## config.mk

```make
export PLATFORM = sky130hd
export DESIGN_NAME = shuffled_minstd_range_rng
export DESIGN_NICKNAME = d
export VERILOG_FILES = /design/src/sv/smrr_pkg.sv /design/src/sv/smrr_ctrl.sv /design/src/sv/smrr_dp.sv /design/src/sv/shuffled_minstd_range_rng.sv
export SDC_FILE = /design/constraint.sdc
export NUM_CORES = 2
export LEC_CHECK = 0
export BUFFER_PORTS_ARGS = -buffer_cell sky130_fd_sc_hd__buf_2
export CAP_MARGIN = 25
export CORE_ASPECT_RATIO = 1.75
export CORE_MARGIN = 1.5
export CORE_UTILIZATION = 40
export DETAILED_ROUTE_END_ITERATION = 16
export PLACE_DENSITY = 0.51
export RECOVER_POWER = 50
export REMOVE_ABC_BUFFERS = 1
export SLEW_MARGIN = 10
export SYNTH_ARGS = -nofsm -noshare
export SYNTH_HDL_FRONTEND = slang
export SYNTH_SLANG_ARGS = --single-unit
```

## constraint.sdc

```tcl
create_clock -name i_clk -period 9.9 [get_ports i_clk]
set_input_delay 0.495 -clock i_clk [delete_from_list [all_inputs] [get_ports i_clk]]
set_output_delay 0.495 -clock i_clk [all_outputs]
set_load 0.005 [all_outputs]
```

## src/sv/smrr_pkg.sv

```systemverilog
// ----------------------------------------------------------------------------
// smrr_pkg
// Shared types and constants for the shuffled minimal-standard range RNG.
// ----------------------------------------------------------------------------
package smrr_pkg;

    localparam int          VAL_W    = 31;
    localparam int          PROD_W   = 46;
    localparam int          CNT_W    = 6;
    localparam int          BIT_W    = 5;
    localparam logic [14:0] MUL_A    = 15'd16807;
    localparam logic [30:0] MODULUS  = 31'h7FFF_FFFF;
    localparam logic [5:0]  SEED_TOP = 6'd39;
    localparam logic [4:0]  DIV_TOP  = 5'd30;

    typedef enum logic [2:0] {
        S_IDLE,
        S_SEED_MUL,
        S_SEED_RED,
        S_DRAW_MUL,
        S_DRAW_RED,
        S_DIVIDE,
        S_FINISH
    } t_state;

    // Commands from controller to datapath
    typedef struct packed {
        logic load_seed;
        logic load_draw;
        logic seed_mul;
        logic seed_red;
        logic draw_mul;
        logic draw_red;
        logic div_step;
        logic finish;
    } t_cmd;

    // Status from datapath to controller
    typedef struct packed {
        logic seed_last;
        logic ordered;
        logic div_last;
    } t_status;

endpackage

```

## src/sv/smrr_ctrl.sv

```systemverilog
// ----------------------------------------------------------------------------
// smrr_ctrl
// Sequencer for reseed and draw items; issues datapath commands.
// ----------------------------------------------------------------------------
module smrr_ctrl (
    input  logic            i_clk,
    input  logic            i_rst_n,
    input  logic            i_start,
    input  logic            i_action,
    input  smrr_pkg::t_status i_status,
    output smrr_pkg::t_cmd  o_cmd,
    output logic            o_busy,
    output logic            o_strobe
);
    import smrr_pkg::*;

    t_state r_state, n_state;
    logic   r_strobe;

    always_ff @(posedge i_clk) begin
        if (!i_rst_n) begin
            r_state  <= S_IDLE;
            r_strobe <= 1'b0;
        end else begin
            r_state  <= n_state;
            r_strobe <= o_cmd.finish;
        end
    end

    always_comb begin
        n_state = r_state;
        o_cmd   = '0;
        unique case (r_state)
            S_IDLE: begin
                if (i_start) begin
                    if (i_action) begin
                        o_cmd.load_seed = 1'b1;
                        n_state         = S_SEED_MUL;
                    end else begin
                        o_cmd.load_draw = 1'b1;
                        n_state         = S_DRAW_MUL;
                    end
                end
            end
            S_SEED_MUL: begin
                o_cmd.seed_mul = 1'b1;
                n_state        = S_SEED_RED;
            end
            S_SEED_RED: begin
                o_cmd.seed_red = 1'b1;
                n_state        = i_status.seed_last ? S_FINISH : S_SEED_MUL;
            end
            S_DRAW_MUL: begin
                o_cmd.draw_mul = 1'b1;
                n_state        = S_DRAW_RED;
            end
            S_DRAW_RED: begin
                o_cmd.draw_red = 1'b1;
                // reversed bounds need no remainder
                n_state        = i_status.ordered ? S_DIVIDE : S_FINISH;
            end
            S_DIVIDE: begin
                o_cmd.div_step = 1'b1;
                if (i_status.div_last) begin
                    n_state = S_FINISH;
                end
            end
            S_FINISH: begin
                o_cmd.finish = 1'b1;
                n_state      = S_IDLE;
            end
            default: begin
                n_state = S_IDLE;
            end
        endcase
    end

    assign o_busy   = (r_state != S_IDLE);
    assign o_strobe = r_strobe;

endmodule

```

## src/sv/smrr_dp.sv

```systemverilog
// ----------------------------------------------------------------------------
// smrr_dp
// Generator step, shuffle table, remainder unit and result registers.
// ----------------------------------------------------------------------------
module smrr_dp #(
    parameter int TABLE_DEPTH = 32
) (
    input  logic               i_clk,
    input  logic               i_rst_n,
    input  smrr_pkg::t_cmd     i_cmd,
    output smrr_pkg::t_status  o_status,
    input  logic signed [31:0] i_seed_value,
    input  logic signed [30:0] i_lower_bound,
    input  logic signed [30:0] i_upper_bound,
    output logic signed [30:0] o_draw_value,
    output logic               o_replaced
);
    import smrr_pkg::*;

    localparam int IDX_W = $clog2(TABLE_DEPTH);

    logic [VAL_W-1:0]       r_mem [TABLE_DEPTH];
    logic [TABLE_DEPTH-1:0] r_valid;
    logic [VAL_W-1:0]       r_gen;
    logic [VAL_W-1:0]       r_last;
    logic [PROD_W-1:0]      r_prod;
    logic [CNT_W-1:0]       r_cnt;
    logic [VAL_W-1:0]       r_rdata;
    logic                   r_rvld;
    logic [30:0]            r_lo;
    logic [31:0]            r_span;
    logic                   r_ordered;
    logic                   r_draw;
    logic [VAL_W-1:0]       r_dvd;
    logic [31:0]            r_rem;
    logic [BIT_W-1:0]       r_bit;
    logic [30:0]            r_out_value;
    logic                   r_out_repl;

    logic [31:0]      n_sum;
    logic [VAL_W-1:0] n_fresh;
    logic [VAL_W-1:0] n_value;
    logic [31:0]      n_rem_sh;
    logic [31:0]      n_res;
    logic             n_seed_wr;
    logic             n_wr_en;
    logic [IDX_W-1:0] n_wr_addr;
    logic [IDX_W-1:0] n_rd_addr;

    // x * a mod (2^31 - 1): fold the high bits back onto the low 31 bits
    always_comb begin
        n_sum   = {1'b0, r_prod[VAL_W-1:0]} + {17'b0, r_prod[PROD_W-1:VAL_W]};
        n_fresh = (n_sum >= {1'b0, MODULUS}) ? VAL_W'(n_sum - {1'b0, MODULUS})
                                             : n_sum[VAL_W-1:0];
    end

    assign n_value   = r_rvld ? r_rdata : '0;
    assign n_rem_sh  = {r_rem[30:0], r_dvd[VAL_W-1]};
    assign n_res     = {r_lo[30], r_lo} + r_rem;
    assign n_rd_addr = r_last[IDX_W-1:0];
    assign n_seed_wr = i_cmd.seed_red && (int'(r_cnt) < TABLE_DEPTH);
    assign n_wr_en   = n_seed_wr || i_cmd.draw_red;
    assign n_wr_addr = i_cmd.seed_red ? r_cnt[IDX_W-1:0] : n_rd_addr;

    // shuffle table
    always_ff @(posedge i_clk) begin
        if (n_wr_en) begin
            r_mem[n_wr_addr] <= n_fresh;
        end
        if (i_cmd.draw_mul) begin
            r_rdata <= r_mem[n_rd_addr];
        end
    end

    // control-like state that reset clears
    always_ff @(posedge i_clk) begin
        if (!i_rst_n) begin
            r_valid <= '0;
            r_gen   <= '0;
            r_last  <= '0;
        end else begin
            if (n_wr_en) begin
                r_valid[n_wr_addr] <= 1'b1;
            end
            if (i_cmd.load_seed) begin
                r_gen <= (i_seed_value < 32'sd1) ? VAL_W'(1) : i_seed_value[VAL_W-1:0];
            end
            if (i_cmd.seed_red) begin
                r_gen <= n_fresh;
                if (r_cnt == '0) begin
                    r_last <= n_fresh;
                end
            end
            if (i_cmd.draw_red) begin
                r_gen  <= n_fresh;
                r_last <= n_value;
            end
        end
    end

    // payload registers
    always_ff @(posedge i_clk) begin
        if (i_cmd.load_seed) begin
            r_cnt  <= SEED_TOP;
            r_draw <= 1'b0;
        end
        if (i_cmd.load_draw) begin
            r_draw    <= 1'b1;
            r_lo      <= i_lower_bound;
            r_span    <= {i_upper_bound[30], i_upper_bound}
                       - {i_lower_bound[30], i_lower_bound} + 32'd1;
            r_ordered <= (i_lower_bound <= i_upper_bound);
        end
        if (i_cmd.seed_mul || i_cmd.draw_mul) begin
            r_prod <= PROD_W'(r_gen) * PROD_W'(MUL_A);
        end
        if (i_cmd.draw_mul) begin
            r_rvld <= r_valid[n_rd_addr];
        end
        if (i_cmd.seed_red) begin
            r_cnt <= r_cnt - CNT_W'(1);
        end
        if (i_cmd.draw_red) begin
            r_dvd <= n_value;
            r_rem <= '0;
            r_bit <= DIV_TOP;
        end
        // restoring remainder, one dividend bit per cycle
        if (i_cmd.div_step) begin
            r_dvd <= {r_dvd[VAL_W-2:0], 1'b0};
            r_rem <= (n_rem_sh >= r_span) ? n_rem_sh - r_span : n_rem_sh;
            r_bit <= r_bit - BIT_W'(1);
        end
        if (i_cmd.finish) begin
            if (!r_draw) begin
                r_out_value <= '0;
                r_out_repl  <= 1'b0;
            end else if (r_ordered) begin
                r_out_value <= n_res[30:0];
                r_out_repl  <= 1'b0;
            end else begin
                r_out_value <= r_lo;
                r_out_repl  <= 1'b1;
            end
        end
    end

    assign o_status.seed_last = (r_cnt == '0);
    assign o_status.ordered   = r_ordered;
    assign o_status.div_last  = (r_bit == '0);
    assign o_draw_value       = r_out_value;
    assign o_replaced         = r_out_repl;

endmodule

```

## src/sv/shuffled_minstd_range_rng.sv

```systemverilog
// ----------------------------------------------------------------------------
// shuffled_minstd_range_rng
// Park-Miller generator with a shuffle table, mapped into a signed range.
//
//   Channel  | Signals                                      | Transfer
//   ---------+----------------------------------------------+----------------------
//   command  | start, busy, i_action, i_seed_value,         | start && !busy
//            | i_lower_bound, i_upper_bound                 |
//   result   | o_valid, o_draw_value, o_replaced            | o_valid, one cycle
//
// Reseed: 40 generator steps, each a multiply and then a modular fold,
//   followed by the finish state and the result strobe.
// Draw: a generator step with the table read, the bit-serial remainder
//   unit over all 31 dividend bits, the finish state and the strobe;
//   reversed bounds skip the remainder.
// Busy drops in the cycle that carries the result strobe; the next command
//   may transfer in that same cycle. The receiver cannot stall.
// Reset clears the generator, last output and the table valid bits.
// ----------------------------------------------------------------------------
module shuffled_minstd_range_rng #(
    parameter int TABLE_DEPTH = 32
) (
    input  logic               i_clk,
    input  logic               i_rst_n,
    input  logic               start,
    output logic               busy,
    input  logic               i_action,
    input  logic signed [31:0] i_seed_value,
    input  logic signed [30:0] i_lower_bound,
    input  logic signed [30:0] i_upper_bound,
    output logic               o_valid,
    output logic signed [30:0] o_draw_value,
    output logic               o_replaced
);
    import smrr_pkg::*;

    t_cmd    w_cmd;
    t_status w_status;

    smrr_ctrl u_ctrl (
        .i_clk    (i_clk),
        .i_rst_n  (i_rst_n),
        .i_start  (start),
        .i_action (i_action),
        .i_status (w_status),
        .o_cmd    (w_cmd),
        .o_busy   (busy),
        .o_strobe (o_valid)
    );

    smrr_dp #(
        .TABLE_DEPTH (TABLE_DEPTH)
    ) u_dp (
        .i_clk         (i_clk),
        .i_rst_n       (i_rst_n),
        .i_cmd         (w_cmd),
        .o_status      (w_status),
        .i_seed_value  (i_seed_value),
        .i_lower_bound (i_lower_bound),
        .i_upper_bound (i_upper_bound),
        .o_draw_value  (o_draw_value),
        .o_replaced    (o_replaced)
    );

    a_done_after_busy: assert property (@(posedge i_clk) disable iff (!i_rst_n)
        $fell(busy) |-> o_valid)
        else $error("result strobe missing after busy dropped");

    a_single_strobe: assert property (@(posedge i_clk) disable iff (!i_rst_n)
        o_valid |=> !o_valid)
        else $error("result strobe longer than one cycle");

    a_busy_after_start: assert property (@(posedge i_clk) disable iff (!i_rst_n)
        (start && !busy) |=> (busy && !o_valid))
        else $error("command transfer did not start work");

endmodule
```

==> impl_metrics.ini <==
[run_status]
status = complete, but fails checks
violations = capacitance limit, slew limit

[sta]
rsz0062_at_grt = false
skew_ns = 0.0435
fmax_mhz = 122
slew_headroom_pct = -144
slew_viol_final = 1247
period_share_pct = 83.0
period_needed_ns = 8.21
fin_tns_setup_ns = 0
finalSetupViolCount = 0
finalHoldViolCount = 0
tightest_slew_ns = 3.66

[grt]
track_usage_pct = 23.2
antenna_found_initial = 6
grt_pass1_vias = 39686
grt_overflow = 0
grt_max_degree = 87
grt_pass1_wl_um = 273000

[placement]
dp.cells = 6369
dp_hpwl_um = 128000
placed_area_um2 = 68600
place_congestion = 1.01
io_buffers = 131

[worst_setup_path]
startpoint = u_ctrl.r_state[2]
crit_type = flip-flop to flip-flop
cp-end-kind = flip-flop
arrival_ns = 8.61
worstPathMaxFanout = 37
rr_endpoint = u_dp.r_mem[6][27]
required_ns = 10.29
cpMaxStageDelayCell = clkbuf_1
critPathLaunchType = flip-flop
r2r-start = u_ctrl.r_state[2]
worst_setup_path_endpoint = u_dp.r_mem[6][27]
cpMostUsedCell = nand2b_1
reg2reg_slack_ns = 1.69
cpPeakStageDelay_ns = 2.08
reg2reg_depth = 8
crit_chain = nand2b_1 > clkinvlp_2 > clkbuf_1 > nand2b_1 > o32ai_1 > nand2_1 > nor2_1 > buf_4

[floorplanning]
die_height_um = 535
fp-row-count = 195
core_area_um2 = 161000
io_pins = 132
die_area_um2 = 164000
start_util_pct = 40.2
die_w_um = 307

[final_layout]
final_common_cell = edfxtp_1
design_area_um2 = 72700
final_cells = 6646
regArea_um2 = 38700
syn2layout_area_growth_pct = 12.3
layout-drive-gt1-share_pct = 16.0
multiInputGateArea_um2 = 24200
finish.utilization_pct = 45.2
fin_nets = 5071
num-fill-cells = 14363
layout_common_cells = edfxtp_1 (1238), inv_1 (423), ha_1 (355)

[logic_synthesis]
synth_area_um2 = 64700
synthArstFlopShare_pct = 0
syn_inst = 4222
avgSynthCellArea_um2 = 15.3
yosysUniqueCellTypes = 88
ys.flop_type = edfxtp_1
synth_edf_count = 1238
ys_ff_latch = 1312
yosys_warnings = 0
seq_area_frac_synth_pct = 59.7

[clock_tree]
cts.sinks = 1312
cts_tree = yes
clockBufferDepth = 4
cts_max_level = 4
cts-root-buf = clkbuf_16
clkLatencyLatePin_ns = 0.77
cts_made_buffers = 138
path_clk_slew_ns = 0.07
cts-resized-gates = 0

[power_and_ir_drop]
p_leak_nw = 26.3
ir_worst_vdd_mv = 0.153
p_per_area_nw_per_um2 = 254

[drt]
wl_um = 189000
drtIter0Drc = 2342
drcViolationCount = 0
num_vias = 36894
wl_per_cell_um = 28.5
ant_nets = 0
firstDrtPassIters = 5
vias_per_cell = 5.55

[min_path]
hp-class = primary input to flip-flop

[job]
drv_cap = 54
==> timing repair <==
| action | 4_1_cts | 5_1_grt |
|---|---|---|
| setup buffers | 0 | 0 |
| hold buffers | 32 | 0 |
| endpoints found under the hold margin | 32 | 0 |
==> metal layers <==
layer	up-vias	part of all wire, %	global-route usage [%]
met5	-	0.010	0
met2	915	56	45.5
met1	19049	34	23.6
met3	379	3.5	2.47
li1	16547	-	-
met4	4	6.3	12.8
==> worst min path at each step <==
| stage | startpoint | end | slack, ns | depth (start not counted) |
|---|---|---|---|---|
| 5_1_grt | i_seed_value[30] | u_dp.r_gen[30] | 0.04 | 3 |
| 4_1_cts | i_seed_value[30] | u_dp.r_gen[30] | 0.005 | 3 |
| 3_3_place_gp | u_dp.r_valid[14] | u_dp.r_valid[14] | 0.44 | 2 |
| 3_5_place_dp | u_dp.r_valid[14] | u_dp.r_valid[14] | 0.45 | 2 |
| 6_report | i_seed_value[30] | u_dp.r_gen[30] | 0.05 | 3 |
| 2_1_floorplan | u_dp.r_valid[10] | u_dp.r_valid[10] | 0.43 | 2 |
==> critical path: cells and delay by family, from the launching register on <==
kind | cells | cell delay [ns]
and+or+nand+nor | 4 | 2.89
DFF | 1 | 0.54
buffers and inverters | 3 | 3.95
AOI/OAI and AO/OA | 1 | 0.34
==> power breakdown <==
group / total [mW] / internal, mW / switching, mW
Clock: 4.92 / 2.75 / 2.17
Sequential: 7.73 / 7.48 / 0.248
Combinational: 5.79 / 1.94 / 3.85
==> cells by family after synthesis <==
logic type / Yosys count / synth area share (%)
simple gates: 726 / 5.36
mux: 391 / 12.3
fa+ha+maj: 493 / 11.1
flops: 1312 / 59.7
xor+xnor: 155 / 2.10
compound gates: 580 / 6.09
buf+inv: 565 / 3.31
==> cell usage after synthesis (29+ instances only) <==
cell type,n,area [um2]
a21o_1,82,616
a21oi_1,144,721
a22o_1,30,263
buf_1,34,128
clkbuf_1,97,364
dfxtp_1,74,1480
edfxtp_1,1238,37200
fa_1,138,2760
ha_1,355,4440
inv_1,425,1600
mux2_2,33,372
mux2i_1,38,380
mux4_2,320,7210
nand2_1,149,559
nand3_1,48,240
nor2_1,274,1030
nor2b_1,48,300
nor3_1,44,220
o21a_1,29,218
o21ai_0,87,435
xnor2_1,102,893
xor2_1,53,464
==> cell type report <==
cell class	count	share of cell area, %
flip-flops and latches	1312	53.2
multi-input cells	2345	33.2
clock buffers	164	4.94
well taps	2068	3.56
inverters	425	2.20
repair buffers	258	2.16
clock inverters	72	0.721
diodes	2	0.00688
==> sequential cells by signal, indices dropped and copies added (netlist names), 3 cells and up <==
| register | cells |
|---|---|
| u_dp.r_rdata | 31 |
| u_dp.r_last | 5 |
| u_dp.r_mem | 992 |
| u_dp.r_lo | 31 |
| u_dp.r_cnt | 6 |
| u_dp.r_prod | 46 |
| u_dp.o_draw_value | 31 |
| u_dp.r_dvd | 31 |
| u_dp.r_bit | 5 |
| u_ctrl.r_state | 3 |
| u_dp.r_gen | 31 |
| u_dp.r_valid | 32 |
| u_dp.r_span | 32 |
| u_dp.r_rem | 31 |
==> metrics by stage <==
step | worst slack, ns | hold slack, ns | power, mW
after global routing | 1.12 | 0.0406 | 19.4
final | 1.69 | 0.0462 | 18.4
after floorplan | -2.48 | 0.435 | 11.5
after global placement | 2.53 | 0.444 | 13.5
after CTS | 2.50 | 0.00506 | 18.6
after detailed placement | 2.51 | 0.453 | 13.6
(Power assumes the default switching activity.)
